==> config.mk <==
export PLATFORM = sky130hd
export DESIGN_NAME = binary_min_heap_queue
export DESIGN_NICKNAME = d
export VERILOG_FILES = /design/src/design/bmhq_pkg.sv /design/src/design/binary_min_heap_queue.sv /design/src/design/bmhq_ctrl.sv /design/src/design/bmhq_datapath.sv
export SDC_FILE = /design/constraint.sdc
export NUM_CORES = 2
export LEC_CHECK = 0
export ABC_CLOCK_PERIOD_IN_PS = 10600
export BUFFER_PORTS_ARGS = -buffer_cell sky130_fd_sc_hd__buf_2
export CAP_MARGIN = 15
export CORE_ASPECT_RATIO = 0.5
export CORE_MARGIN = 2
export CORE_UTILIZATION = 50
export CTS_BUF_LIST = sky130_fd_sc_hd__clkbuf_8 sky130_fd_sc_hd__clkbuf_16
export CTS_CLUSTER_SIZE = 30
export DETAILED_ROUTE_END_ITERATION = 8
export PLACE_DENSITY = 0.65
export SYNTH_ARGS = -nofsm -noshare
export SYNTH_HDL_FRONTEND = slang
export SYNTH_SLANG_ARGS = --single-unit
==> constraint.sdc <==
create_clock -name clock -period 10.6 [get_ports clock]
set_input_delay 1.59 -clock clock [delete_from_list [all_inputs] [get_ports clock]]
set_output_delay 1.59 -clock clock [all_outputs]
set_load 0.1 [all_outputs]
==> src/design/bmhq_pkg.sv <==
// Shared types and constants of the binary min-heap queue.
// Used by the controller, the datapath and the top level; no dependencies.
package bmhq_pkg;

   localparam int DEF_CAPACITY   = 64;
   localparam int DEF_DATA_WIDTH = 32;
   localparam int TOP_WIDTH      = 32;
   localparam int COUNT_WIDTH    = 7;

   typedef enum logic [1:0] {
      ST_DONE       = 2'd0,
      ST_POP_EMPTY  = 2'd1,
      ST_PUSH_FULL  = 2'd2
   } status_code_type;

   // Request kinds as carried on req_type
   localparam logic REQ_PUSH = 1'b0;
   localparam logic REQ_POP  = 1'b1;

   typedef enum logic [1:0] {
      RD_PARENT = 2'd0,
      RD_LAST   = 2'd1,
      RD_LEFT   = 2'd2,
      RD_RIGHT  = 2'd3
   } rd_sel_type;

   typedef struct packed {
      logic       latch_req;
      logic       push_init;
      logic       pop_init;
      logic       rd_en;
      rd_sel_type rd_sel;
      logic       latch_val;
      logic       latch_left;
      logic       place;
      logic       move_up;
      logic       move_down;
      logic       set_empty;
      logic       set_full;
   } ctrl_cmd_type;

   typedef struct packed {
      logic pop;
      logic full;
      logic empty;
      logic at_root;
      logic has_left;
      logic up_smaller;
      logic down_smaller;
   } dp_stat_type;

endpackage

==> src/design/binary_min_heap_queue.sv <==
// Binary min-heap priority queue: top level joining controller and datapath.
// Depends on bmhq_pkg, bmhq_ctrl and bmhq_datapath.
//
// Usage: drive req_type (0 push, 1 pop) and req_push_value with start high;
// the item is taken at a rising edge where start is high and busy is low.
// busy stays high until the result is shown. Each item yields one result,
// held on the rsp_ ports for the single cycle rsp_valid is high: the minimum
// after the operation (zero when empty), its valid flag, the entry count and
// a status (done, pop on empty ignored, push on full dropped).
// A push sifts up and a pop sifts down, moving L levels (L <= log2 CAPACITY);
// a rejected push or pop goes from decode straight to the result.
// Each level costs one read of the single memory read port plus a compare,
// two reads for sift-down (left and right child). busy falls the cycle after
// rsp_valid, and only then can the next item be taken.
// Reset clears the count and the controller; memory contents need no clear.
// The receiver cannot stall: the rsp_ values may change once the next item is taken.
module binary_min_heap_queue #(
   parameter int CAPACITY   = bmhq_pkg::DEF_CAPACITY,
   parameter int DATA_WIDTH = bmhq_pkg::DEF_DATA_WIDTH
) (
   input  logic                                  clock,
   input  logic                                  reset,
   input  logic                                  start,
   output logic                                  busy,
   input  logic                                  req_type,
   input  logic signed [31:0]                    req_push_value,
   output logic                                  rsp_valid,
   output logic signed [bmhq_pkg::TOP_WIDTH-1:0] rsp_top_value,
   output logic                                  rsp_top_valid,
   output logic [bmhq_pkg::COUNT_WIDTH-1:0]      rsp_entry_count,
   output logic [1:0]                            rsp_status
);
   import bmhq_pkg::*;

   ctrl_cmd_type ctrl_cmd;
   dp_stat_type  dp_stat;

   bmhq_ctrl u_ctrl (
      .clock     (clock),
      .reset     (reset),
      .start     (start),
      .stat      (dp_stat),
      .cmd       (ctrl_cmd),
      .busy      (busy),
      .rsp_valid (rsp_valid)
   );

   bmhq_datapath #(
      .CAPACITY   (CAPACITY),
      .DATA_WIDTH (DATA_WIDTH)
   ) u_datapath (
      .clock          (clock),
      .reset          (reset),
      .cmd            (ctrl_cmd),
      .stat           (dp_stat),
      .req_type       (req_type),
      .req_push_value (req_push_value),
      .top_value      (rsp_top_value),
      .top_valid      (rsp_top_valid),
      .entry_count    (rsp_entry_count),
      .status         (rsp_status)
   );

   a_accept_busy: assert property (@(posedge clock) disable iff (reset)
      (start && !busy) |=> busy)
      else $error("accepted item did not raise busy");

   a_single_strobe: assert property (@(posedge clock) disable iff (reset)
      rsp_valid |=> (!rsp_valid && !busy))
      else $error("result strobe longer than one cycle");

   a_one_write_source: assert property (@(posedge clock) disable iff (reset)
      $onehot0({ctrl_cmd.place, ctrl_cmd.move_up, ctrl_cmd.move_down}))
      else $error("conflicting heap write commands");

   a_empty_pop_result: assert property (@(posedge clock) disable iff (reset)
      (rsp_valid && (rsp_status == ST_POP_EMPTY)) |->
         (!rsp_top_valid && (rsp_entry_count == '0) && (rsp_top_value == '0)))
      else $error("ignored pop reported a non-empty heap");

endmodule

==> src/design/bmhq_ctrl.sv <==
// Controller of the binary min-heap queue: sequences sift-up and sift-down.
// Depends on bmhq_pkg; drives the datapath by command struct only.
module bmhq_ctrl (
   input  logic                   clock,
   input  logic                   reset,
   input  logic                   start,
   input  bmhq_pkg::dp_stat_type  stat,
   output bmhq_pkg::ctrl_cmd_type cmd,
   output logic                   busy,
   output logic                   rsp_valid
);
   import bmhq_pkg::*;

   typedef enum logic [8:0] {
      S_IDLE     = 9'b000000001,
      S_DECODE   = 9'b000000010,
      S_UP_CHK   = 9'b000000100,
      S_UP_CMP   = 9'b000001000,
      S_POP_WAIT = 9'b000010000,
      S_DN_CHK   = 9'b000100000,
      S_DN_LEFT  = 9'b001000000,
      S_DN_CMP   = 9'b010000000,
      S_DONE     = 9'b100000000
   } state_type;

   state_type state_ff, state_in;

   always_comb begin
      state_in = state_ff;
      cmd      = '0;
      cmd.rd_sel = RD_PARENT;
      unique case (state_ff)
         S_IDLE: begin
            if (start) begin
               cmd.latch_req = 1'b1;
               state_in      = S_DECODE;
            end
         end
         S_DECODE: begin
            if (!stat.pop) begin
               if (stat.full) begin
                  cmd.set_full = 1'b1;
                  state_in     = S_DONE;
               end else begin
                  cmd.push_init = 1'b1;
                  state_in      = S_UP_CHK;
               end
            end else begin
               if (stat.empty) begin
                  cmd.set_empty = 1'b1;
                  state_in      = S_DONE;
               end else begin
                  cmd.pop_init = 1'b1;
                  cmd.rd_en    = 1'b1;
                  cmd.rd_sel   = RD_LAST;
                  state_in     = S_POP_WAIT;
               end
            end
         end
         S_UP_CHK: begin
            if (stat.at_root) begin
               cmd.place = 1'b1;
               state_in  = S_DONE;
            end else begin
               cmd.rd_en  = 1'b1;
               cmd.rd_sel = RD_PARENT;
               state_in   = S_UP_CMP;
            end
         end
         S_UP_CMP: begin
            // parent moves down into the hole while the new item is smaller
            if (stat.up_smaller) begin
               cmd.move_up = 1'b1;
               state_in    = S_UP_CHK;
            end else begin
               cmd.place = 1'b1;
               state_in  = S_DONE;
            end
         end
         S_POP_WAIT: begin
            cmd.latch_val = 1'b1;
            state_in      = S_DN_CHK;
         end
         S_DN_CHK: begin
            if (!stat.has_left) begin
               cmd.place = 1'b1;
               state_in  = S_DONE;
            end else begin
               cmd.rd_en  = 1'b1;
               cmd.rd_sel = RD_LEFT;
               state_in   = S_DN_LEFT;
            end
         end
         S_DN_LEFT: begin
            // right child read is harmless when absent; datapath ignores it
            cmd.latch_left = 1'b1;
            cmd.rd_en      = 1'b1;
            cmd.rd_sel     = RD_RIGHT;
            state_in       = S_DN_CMP;
         end
         S_DN_CMP: begin
            if (stat.down_smaller) begin
               cmd.move_down = 1'b1;
               state_in      = S_DN_CHK;
            end else begin
               cmd.place = 1'b1;
               state_in  = S_DONE;
            end
         end
         S_DONE: begin
            state_in = S_IDLE;
         end
         default: begin
            state_in = S_IDLE;
         end
      endcase
   end

   always_ff @(posedge clock) begin
      if (reset) begin
         state_ff <= S_IDLE;
      end else begin
         state_ff <= state_in;
      end
   end

   assign busy      = (state_ff != S_IDLE);
   assign rsp_valid = (state_ff == S_DONE);

endmodule

==> src/design/bmhq_datapath.sv <==
// Datapath of the binary min-heap queue: heap memory, count, hole position,
// sifting value and comparators. Depends on bmhq_pkg; driven by bmhq_ctrl.
module bmhq_datapath #(
   parameter int CAPACITY   = bmhq_pkg::DEF_CAPACITY,
   parameter int DATA_WIDTH = bmhq_pkg::DEF_DATA_WIDTH
) (
   input  logic                                 clock,
   input  logic                                 reset,
   input  bmhq_pkg::ctrl_cmd_type               cmd,
   output bmhq_pkg::dp_stat_type                stat,
   input  logic                                 req_type,
   input  logic signed [31:0]                   req_push_value,
   output logic signed [bmhq_pkg::TOP_WIDTH-1:0] top_value,
   output logic                                 top_valid,
   output logic [bmhq_pkg::COUNT_WIDTH-1:0]     entry_count,
   output logic [1:0]                           status
);
   import bmhq_pkg::*;

   localparam int AW = (CAPACITY > 1) ? $clog2(CAPACITY) : 1;
   localparam int CW = $clog2(CAPACITY + 1);
   localparam int KW = AW + 2;
   localparam int XW = (DATA_WIDTH > TOP_WIDTH) ? DATA_WIDTH : TOP_WIDTH;
   localparam int OW = (CW > COUNT_WIDTH) ? CW : COUNT_WIDTH;

   logic [DATA_WIDTH-1:0] heap_mem_ff [CAPACITY];
   logic [DATA_WIDTH-1:0] rd_data_ff;

   logic [AW-1:0]         pos_ff, pos_in;
   logic [AW-1:0]         child_pos_ff;
   logic [CW-1:0]         count_ff, count_in;
   logic [DATA_WIDTH-1:0] val_ff, child_ff, root_ff;
   logic                  pop_ff;
   status_code_type       status_ff;

   logic signed [XW-1:0]  push_ext, root_ext;
   logic [KW-1:0]         kid_left, kid_right, count_k;
   logic                  has_right, right_smaller;
   logic [AW-1:0]         parent_pos, best_pos, rd_addr;
   logic [CW-1:0]         count_m1;
   logic [DATA_WIDTH-1:0] best_val, wr_data;
   logic                  wr_en;
   logic [OW-1:0]         count_x;

   assign push_ext   = XW'(req_push_value);
   assign kid_left   = {1'b0, pos_ff, 1'b1};
   assign kid_right  = kid_left + KW'(1);
   assign count_k    = KW'(count_ff);
   assign has_right  = (kid_right < count_k);
   assign parent_pos = (pos_ff - AW'(1)) >> 1;
   assign count_m1   = count_ff - CW'(1);

   // left child wins a tie
   assign right_smaller = has_right && ($signed(rd_data_ff) < $signed(child_ff));
   assign best_val      = right_smaller ? rd_data_ff : child_ff;
   assign best_pos      = right_smaller ? (child_pos_ff + AW'(1)) : child_pos_ff;

   always_comb begin
      stat.pop          = pop_ff;
      stat.full         = (count_ff == CW'(CAPACITY));
      stat.empty        = (count_ff == '0);
      stat.at_root      = (pos_ff == '0);
      stat.has_left     = (kid_left < count_k);
      stat.up_smaller   = ($signed(val_ff) < $signed(rd_data_ff));
      stat.down_smaller = ($signed(best_val) < $signed(val_ff));
   end

   always_comb begin
      unique case (cmd.rd_sel)
         RD_PARENT: rd_addr = parent_pos;
         RD_LAST:   rd_addr = count_m1[AW-1:0];
         RD_LEFT:   rd_addr = kid_left[AW-1:0];
         RD_RIGHT:  rd_addr = kid_right[AW-1:0];
         default:   rd_addr = parent_pos;
      endcase
   end

   assign wr_en = cmd.place | cmd.move_up | cmd.move_down;

   always_comb begin
      priority if (cmd.place) begin
         wr_data = val_ff;
      end else if (cmd.move_up) begin
         wr_data = rd_data_ff;
      end else begin
         wr_data = best_val;
      end
   end

   always_ff @(posedge clock) begin
      if (wr_en) begin
         heap_mem_ff[pos_ff] <= wr_data;
      end
   end

   always_ff @(posedge clock) begin
      if (cmd.rd_en) begin
         rd_data_ff <= heap_mem_ff[rd_addr];
      end
   end

   always_comb begin
      pos_in   = pos_ff;
      count_in = count_ff;
      priority if (cmd.push_init) begin
         pos_in   = count_ff[AW-1:0];
         count_in = count_ff + CW'(1);
      end else if (cmd.pop_init) begin
         pos_in   = '0;
         count_in = count_m1;
      end else if (cmd.move_up) begin
         pos_in = parent_pos;
      end else if (cmd.move_down) begin
         pos_in = best_pos;
      end
   end

   always_ff @(posedge clock) begin
      if (reset) begin
         count_ff <= '0;
      end else begin
         count_ff <= count_in;
      end
   end

   always_ff @(posedge clock) begin
      pos_ff <= pos_in;
      if (cmd.latch_req) begin
         pop_ff    <= req_type;
         val_ff    <= push_ext[DATA_WIDTH-1:0];
         status_ff <= ST_DONE;
      end else if (cmd.latch_val) begin
         val_ff <= rd_data_ff;
      end
      if (cmd.set_empty) begin
         status_ff <= ST_POP_EMPTY;
      end else if (cmd.set_full) begin
         status_ff <= ST_PUSH_FULL;
      end
      if (cmd.latch_left) begin
         child_ff     <= rd_data_ff;
         child_pos_ff <= kid_left[AW-1:0];
      end
      // shadow the root so the minimum needs no extra read
      if (wr_en && (pos_ff == '0)) begin
         root_ff <= wr_data;
      end
   end

   assign root_ext    = XW'($signed(root_ff));
   assign top_valid   = (count_ff != '0);
   assign top_value   = top_valid ? root_ext[TOP_WIDTH-1:0] : '0;
   assign count_x     = OW'(count_ff);
   assign entry_count = count_x[COUNT_WIDTH-1:0];
   assign status      = status_ff;

endmodule
==> impl_metrics.xml <==
<?xml version="1.0" encoding="UTF-8"?>
<metrics>
  <group name="routing">
    <metric name="route.vias.total" unit="">62600</metric>
    <metric name="wl_per_cell" unit="um">33.8</metric>
    <metric name="antenna_left" unit="">0</metric>
    <metric name="detailed_routing_iteration_count_for_the_pre_antenna_repair_pass" unit="">8</metric>
    <metric name="drc_errors" unit="">0</metric>
    <metric name="detail_route.vias_per_cell" unit="">6.68</metric>
    <metric name="wl" unit="um">316000</metric>
    <metric name="detailedRoute.firstIterationViolations" unit="">10600</metric>
  </group>
  <group name="sta">
    <metric name="finalCriticalPeriod" unit="ns">8.41</metric>
    <metric name="slew_headroom" unit="%">8.41</metric>
    <metric name="timing.final.max_slew_violations" unit="">0</metric>
    <metric name="finalClockSkew" unit="ns">0.0814</metric>
    <metric name="max_clock_freq" unit="MHz">119</metric>
    <metric name="final-hold-violation-count" unit="">0</metric>
    <metric name="fin_tns_setup" unit="ns">0</metric>
    <metric name="final_cycle_utilization_of_the_critical_path" unit="%">79.3</metric>
    <metric name="setup_repair_after_global_routing_missed_its_margin" unit="">no</metric>
    <metric name="setup_violations" unit="">0</metric>
    <metric name="worst_slew_pin_tran" unit="ns">1.37</metric>
    <metric name="postLayoutSetupSlackWorst" unit="ns">2.19</metric>
  </group>
  <group name="floorplanning">
    <metric name="start_util" unit="%">50.5</metric>
    <metric name="ioPinCount" unit="">80</metric>
    <metric name="fp.dieH" unit="um">306</metric>
    <metric name="die-area" unit="um2">186000</metric>
    <metric name="placement_rows" unit="">110</metric>
    <metric name="placeableCoreArea" unit="um2">180000</metric>
    <metric name="die_x" unit="um">608</metric>
  </group>
  <group name="global_route">
    <metric name="grt_remaining_overflow" unit="">0</metric>
    <metric name="first_pass_grt_wire_length" unit="um">438000</metric>
    <metric name="antenna_found_initial" unit="">51</metric>
    <metric name="grt_max_degree" unit="">156</metric>
    <metric name="grt_pass1_vias" unit="">57400</metric>
    <metric name="grt.total_usage" unit="%">33.4</metric>
  </group>
  <group name="synthesis">
    <metric name="mux_cell_area_share_after_synthesis" unit="%">2.71</metric>
    <metric name="postSynthAreaPerCell" unit="um2">13.5</metric>
    <metric name="async_reset_ff_share" unit="%">0</metric>
    <metric name="synth_cell_type_count" unit="">80</metric>
    <metric name="synth_cells" unit="">6767</metric>
    <metric name="synth.most_common_cell" unit="">sky130_fd_sc_hd__edfxtp_1</metric>
    <metric name="primary_ff_master_synth" unit="">sky130_fd_sc_hd__edfxtp_1</metric>
    <metric name="synth_top_family_by_area" unit="">simple AND/OR/NAND/NOR gates</metric>
    <metric name="synth_simple_gate_area_share" unit="%">12.9</metric>
    <metric name="synth_fa_ha_area_share" unit="%">1.52</metric>
    <metric name="yosysWarningCount" unit="">0</metric>
    <metric name="yosys.area.top_type" unit="">sky130_fd_sc_hd__edfxtp_1</metric>
    <metric name="synth-compound-area-share" unit="%">7.53</metric>
    <metric name="syn_nets" unit="">6914</metric>
    <metric name="synth-seq-cells" unit="">2206</metric>
    <metric name="synth_enable_flop_cells" unit="">2188</metric>
    <metric name="yosysTopAreaCellShare" unit="%">72.1</metric>
    <metric name="synth.area.top_cells" unit="">sky130_fd_sc_hd__edfxtp_1 72%, sky130_fd_sc_hd__nand2_1 6.1%, sky130_fd_sc_hd__nand3_1 3.5%, sky130_fd_sc_hd__mux2i_1 2.3%, sky130_fd_sc_hd__ha_1 1.5%</metric>
    <metric name="synth_xor_area_share" unit="%">0.221</metric>
    <metric name="ys_top_cells_by_count" unit="">2188 x sky130_fd_sc_hd__edfxtp_1, 1469 x sky130_fd_sc_hd__nand2_1, 646 x sky130_fd_sc_hd__nand3_1, 270 x sky130_fd_sc_hd__a21oi_1, 209 x sky130_fd_sc_hd__clkbuf_1</metric>
    <metric name="synthesis.area" unit="um2">91100</metric>
    <metric name="share_of_synthesized_area_occupied_by_flip_flops_and_latches" unit="%">72.5</metric>
  </group>
  <group name="place">
    <metric name="io_buffers" unit="">79</metric>
    <metric name="place_ws" unit="ns">2.30</metric>
    <metric name="gp_congestion" unit="">0.904</metric>
    <metric name="post-dp-hpwl" unit="um">176000</metric>
  </group>
  <group name="critical_path">
    <metric name="critical_path.startpoint" unit="">u_datapath.pos_ff[0]$_DFFE_PP_</metric>
    <metric name="r2r_startpoint" unit="">u_datapath.pos_ff[0]$_DFFE_PP_</metric>
    <metric name="worst_path_arrival" unit="ns">9.05</metric>
    <metric name="critical-path-max-stage-delay" unit="ns">1.01</metric>
    <metric name="cp_num_buf_inv" unit="">3</metric>
    <metric name="worst_path_most_repeated_cell" unit="">sky130_fd_sc_hd__ha_1</metric>
    <metric name="timing.critical_path.fanout_max" unit="">39</metric>
    <metric name="criticalPathCategory" unit="">reg -&gt; reg</metric>
    <metric name="critical_path.endpoint_type" unit="">register</metric>
    <metric name="worstPathRequired" unit="ns">11.24</metric>
    <metric name="crit_path_cell_trace" unit="">inv_1 -&gt; ha_1 -&gt; ha_1 -&gt; o21a_1 -&gt; o211ai_1 -&gt; nand2_1 -&gt; a31oi_1 -&gt; nand2_2 -&gt; nand2_1 -&gt; o21ai_0 -&gt; ha_1 -&gt; a21o_1 -&gt; a21o_1 -&gt; a2111oi_0 -&gt; o31ai_1 -&gt; and3_1 -&gt; nor4_1 -&gt; a31o_2 -&gt; o21a_4 -&gt; buf_4 -&gt; mux2i_4 -&gt; buf_4</metric>
    <metric name="timing.critical_path.max_delay_family" unit="">compound AO/OA/AOI/OAI gates</metric>
    <metric name="crit_slowest_cell" unit="">sky130_fd_sc_hd__mux2i_4</metric>
    <metric name="start_kind" unit="">register</metric>
  </group>
  <group name="min_path">
    <metric name="timing.hold.worst.class" unit="">reg -&gt; reg</metric>
    <metric name="worst_hold_startpoint" unit="">u_datapath.rd_data_ff[6]$_DFFE_PP_</metric>
  </group>
  <group name="clocking">
    <metric name="cts_buffers" unit="">198</metric>
    <metric name="holdBufCountCts" unit="">0</metric>
    <metric name="number_of_sinks_driven_by_the_clock_tree" unit="">2206</metric>
    <metric name="latest_clock_arrival_within_the_worst_skew_pair" unit="ns">0.88</metric>
    <metric name="clock_slew_at_reported_path_ffs" unit="ns">0.06</metric>
    <metric name="cts_root_buffer" unit="">sky130_fd_sc_hd__clkbuf_16</metric>
    <metric name="tritoncts" unit="">built</metric>
    <metric name="quantity_of_gates_resized_following_cts" unit="">0</metric>
    <metric name="h_tree_depth" unit="">4</metric>
    <metric name="cts_post_setup_buffers_inserted" unit="">0</metric>
    <metric name="cts-root-to-sink-buffers" unit="">4</metric>
  </group>
  <group name="power_and_ir_drop">
    <metric name="pd_cells" unit="nW/um2">165</metric>
    <metric name="leakage" unit="uW">0.0347</metric>
    <metric name="ir_drop" unit="uV">121</metric>
  </group>
  <group name="finish">
    <metric name="nets" unit="">6942</metric>
    <metric name="drive_gt1_share" unit="%">9.72</metric>
    <metric name="layout-area-overhead-vs-synth" unit="%">11.0</metric>
  </group>
  <group name="status">
    <metric name="status" unit="">complete, no violations</metric>
  </group>
  <group name="flow_run">
    <metric name="drv_cap" unit="">0</metric>
  </group>
</metrics>
power by group:
| part | switching [uW] | internal [uW] |
|---|---|---|
| clock network | 3160 | 3520 |
| registers | 12.7 | 9480 |
| logic | 402 | 141 |
| total | 3580 | 13100 |
routing by layer:
layer	GRT usage (%)	vias to the layer above	part of all wire, %
li1	-	25600	-
met1	47.2	31300	38
met2	46.0	4865	41
met3	14.2	761	17
met4	11.5	54	3.8
met5	0	-	0.13
cell families after synthesis:
| kind of cell | Yosys count |
|---|---|
| compound gates | 1013 |
| fa+ha+maj | 111 |
| mux | 227 |
| simple gates | 2626 |
| buf+inv | 561 |
| flops | 2206 |
| xor+xnor | 23 |
flip-flops by register name, summed over array words and instances, names as in the netlist:
register	count
u_datapath.heap_mem_ff	2048
u_datapath.child_ff	32
u_datapath.rd_data_ff	32
u_datapath.root_ext	32
u_datapath.val_ff	32
u_ctrl.state_ff	9
u_datapath.entry_count	7
u_datapath.pos_ff	6
u_datapath.child_pos_ff	5
u_datapath.status	2
u_datapath.pop_ff	1
final timing paths:
path | endpoint | slack, ns | cells past startpoint
min | u_datapath.child_ff[6]$_DFFE_PN_ | 0.50 | 0
max reg2reg | u_datapath.root_ext[17]$_DFFE_PP_ | 2.19 | 22
max | u_datapath.root_ext[17]$_DFFE_PP_ | 2.19 | 22
min reg2reg | u_datapath.child_ff[6]$_DFFE_PN_ | 0.50 | 0
stage by stage:
step	hold slack, ns	cell area [um2]	total power, uW	util, %	cells
floorplan	0.452	91100	10000	-	6767
detailed placement	0.496	95200	10200	52.8	8995
CTS	0.491	101000	16700	55.9	9334
finish	0.501	101000	16700	56.0	9359
global placement	0.467	95200	10200	52.8	8993
global route	0.517	101000	17100	56.0	9343
area by class of cell:
| type | count | area [um2] |
|---|---|---|
| Fill cell | 14200 | 79400 |
| Sequential cell | 2206 | 66100 |
| Timing Repair Buffer | 277 | 2150 |
| Antenna cell | 17 | 42.5 |
| Clock inverter | 138 | 692 |
| Tap cell | 2408 | 3010 |
| Inverter | 112 | 420 |
| Multi-Input combinational cell | 4000 | 23700 |
| Clock buffer | 201 | 5030 |
placed cells by master, fill, tap and decap left out, types with 8 or more instances in the layout:
cell / n
sky130_fd_sc_hd__mux4_2: 15
sky130_fd_sc_hd__nor2_1: 56
sky130_fd_sc_hd__nand3_1: 643
sky130_fd_sc_hd__o31ai_1: 11
sky130_fd_sc_hd__nor3_1: 58
sky130_fd_sc_hd__a311oi_1: 134
sky130_fd_sc_hd__nor2_4: 65
sky130_fd_sc_hd__clkbuf_16: 201
sky130_fd_sc_hd__clkinv_2: 20
sky130_fd_sc_hd__nand2_1: 1467
sky130_fd_sc_hd__ha_1: 111
sky130_fd_sc_hd__o21ai_1: 8
sky130_fd_sc_hd__nand4_1: 29
sky130_fd_sc_hd__a211oi_1: 152
sky130_fd_sc_hd__buf_12: 20
sky130_fd_sc_hd__inv_1: 171
sky130_fd_sc_hd__o21ai_0: 130
sky130_fd_sc_hd__a21o_1: 32
sky130_fd_sc_hd__o221ai_1: 14
sky130_fd_sc_hd__a21oi_1: 270
sky130_fd_sc_hd__nor4_1: 22
sky130_fd_sc_hd__buf_4: 170
sky130_fd_sc_hd__clkinv_1: 48
sky130_fd_sc_hd__edfxtp_1: 2188
sky130_fd_sc_hd__o211ai_1: 23
sky130_fd_sc_hd__and4_1: 26
sky130_fd_sc_hd__and3_1: 161
sky130_fd_sc_hd__mux2i_4: 31
sky130_fd_sc_hd__and2_1: 35
sky130_fd_sc_hd__xnor2_1: 17
sky130_fd_sc_hd__dfxtp_1: 18
sky130_fd_sc_hd__a2111oi_0: 24
sky130_fd_sc_hd__nand2b_1: 8
sky130_fd_sc_hd__a31oi_1: 93
sky130_fd_sc_hd__mux2i_1: 174
sky130_fd_sc_hd__a221oi_1: 42
sky130_fd_sc_hd__or3_1: 9
sky130_fd_sc_hd__buf_2: 81
sky130_fd_sc_hd__diode_2: 17
No activity file was read; power rests on OpenSTA's default activity.
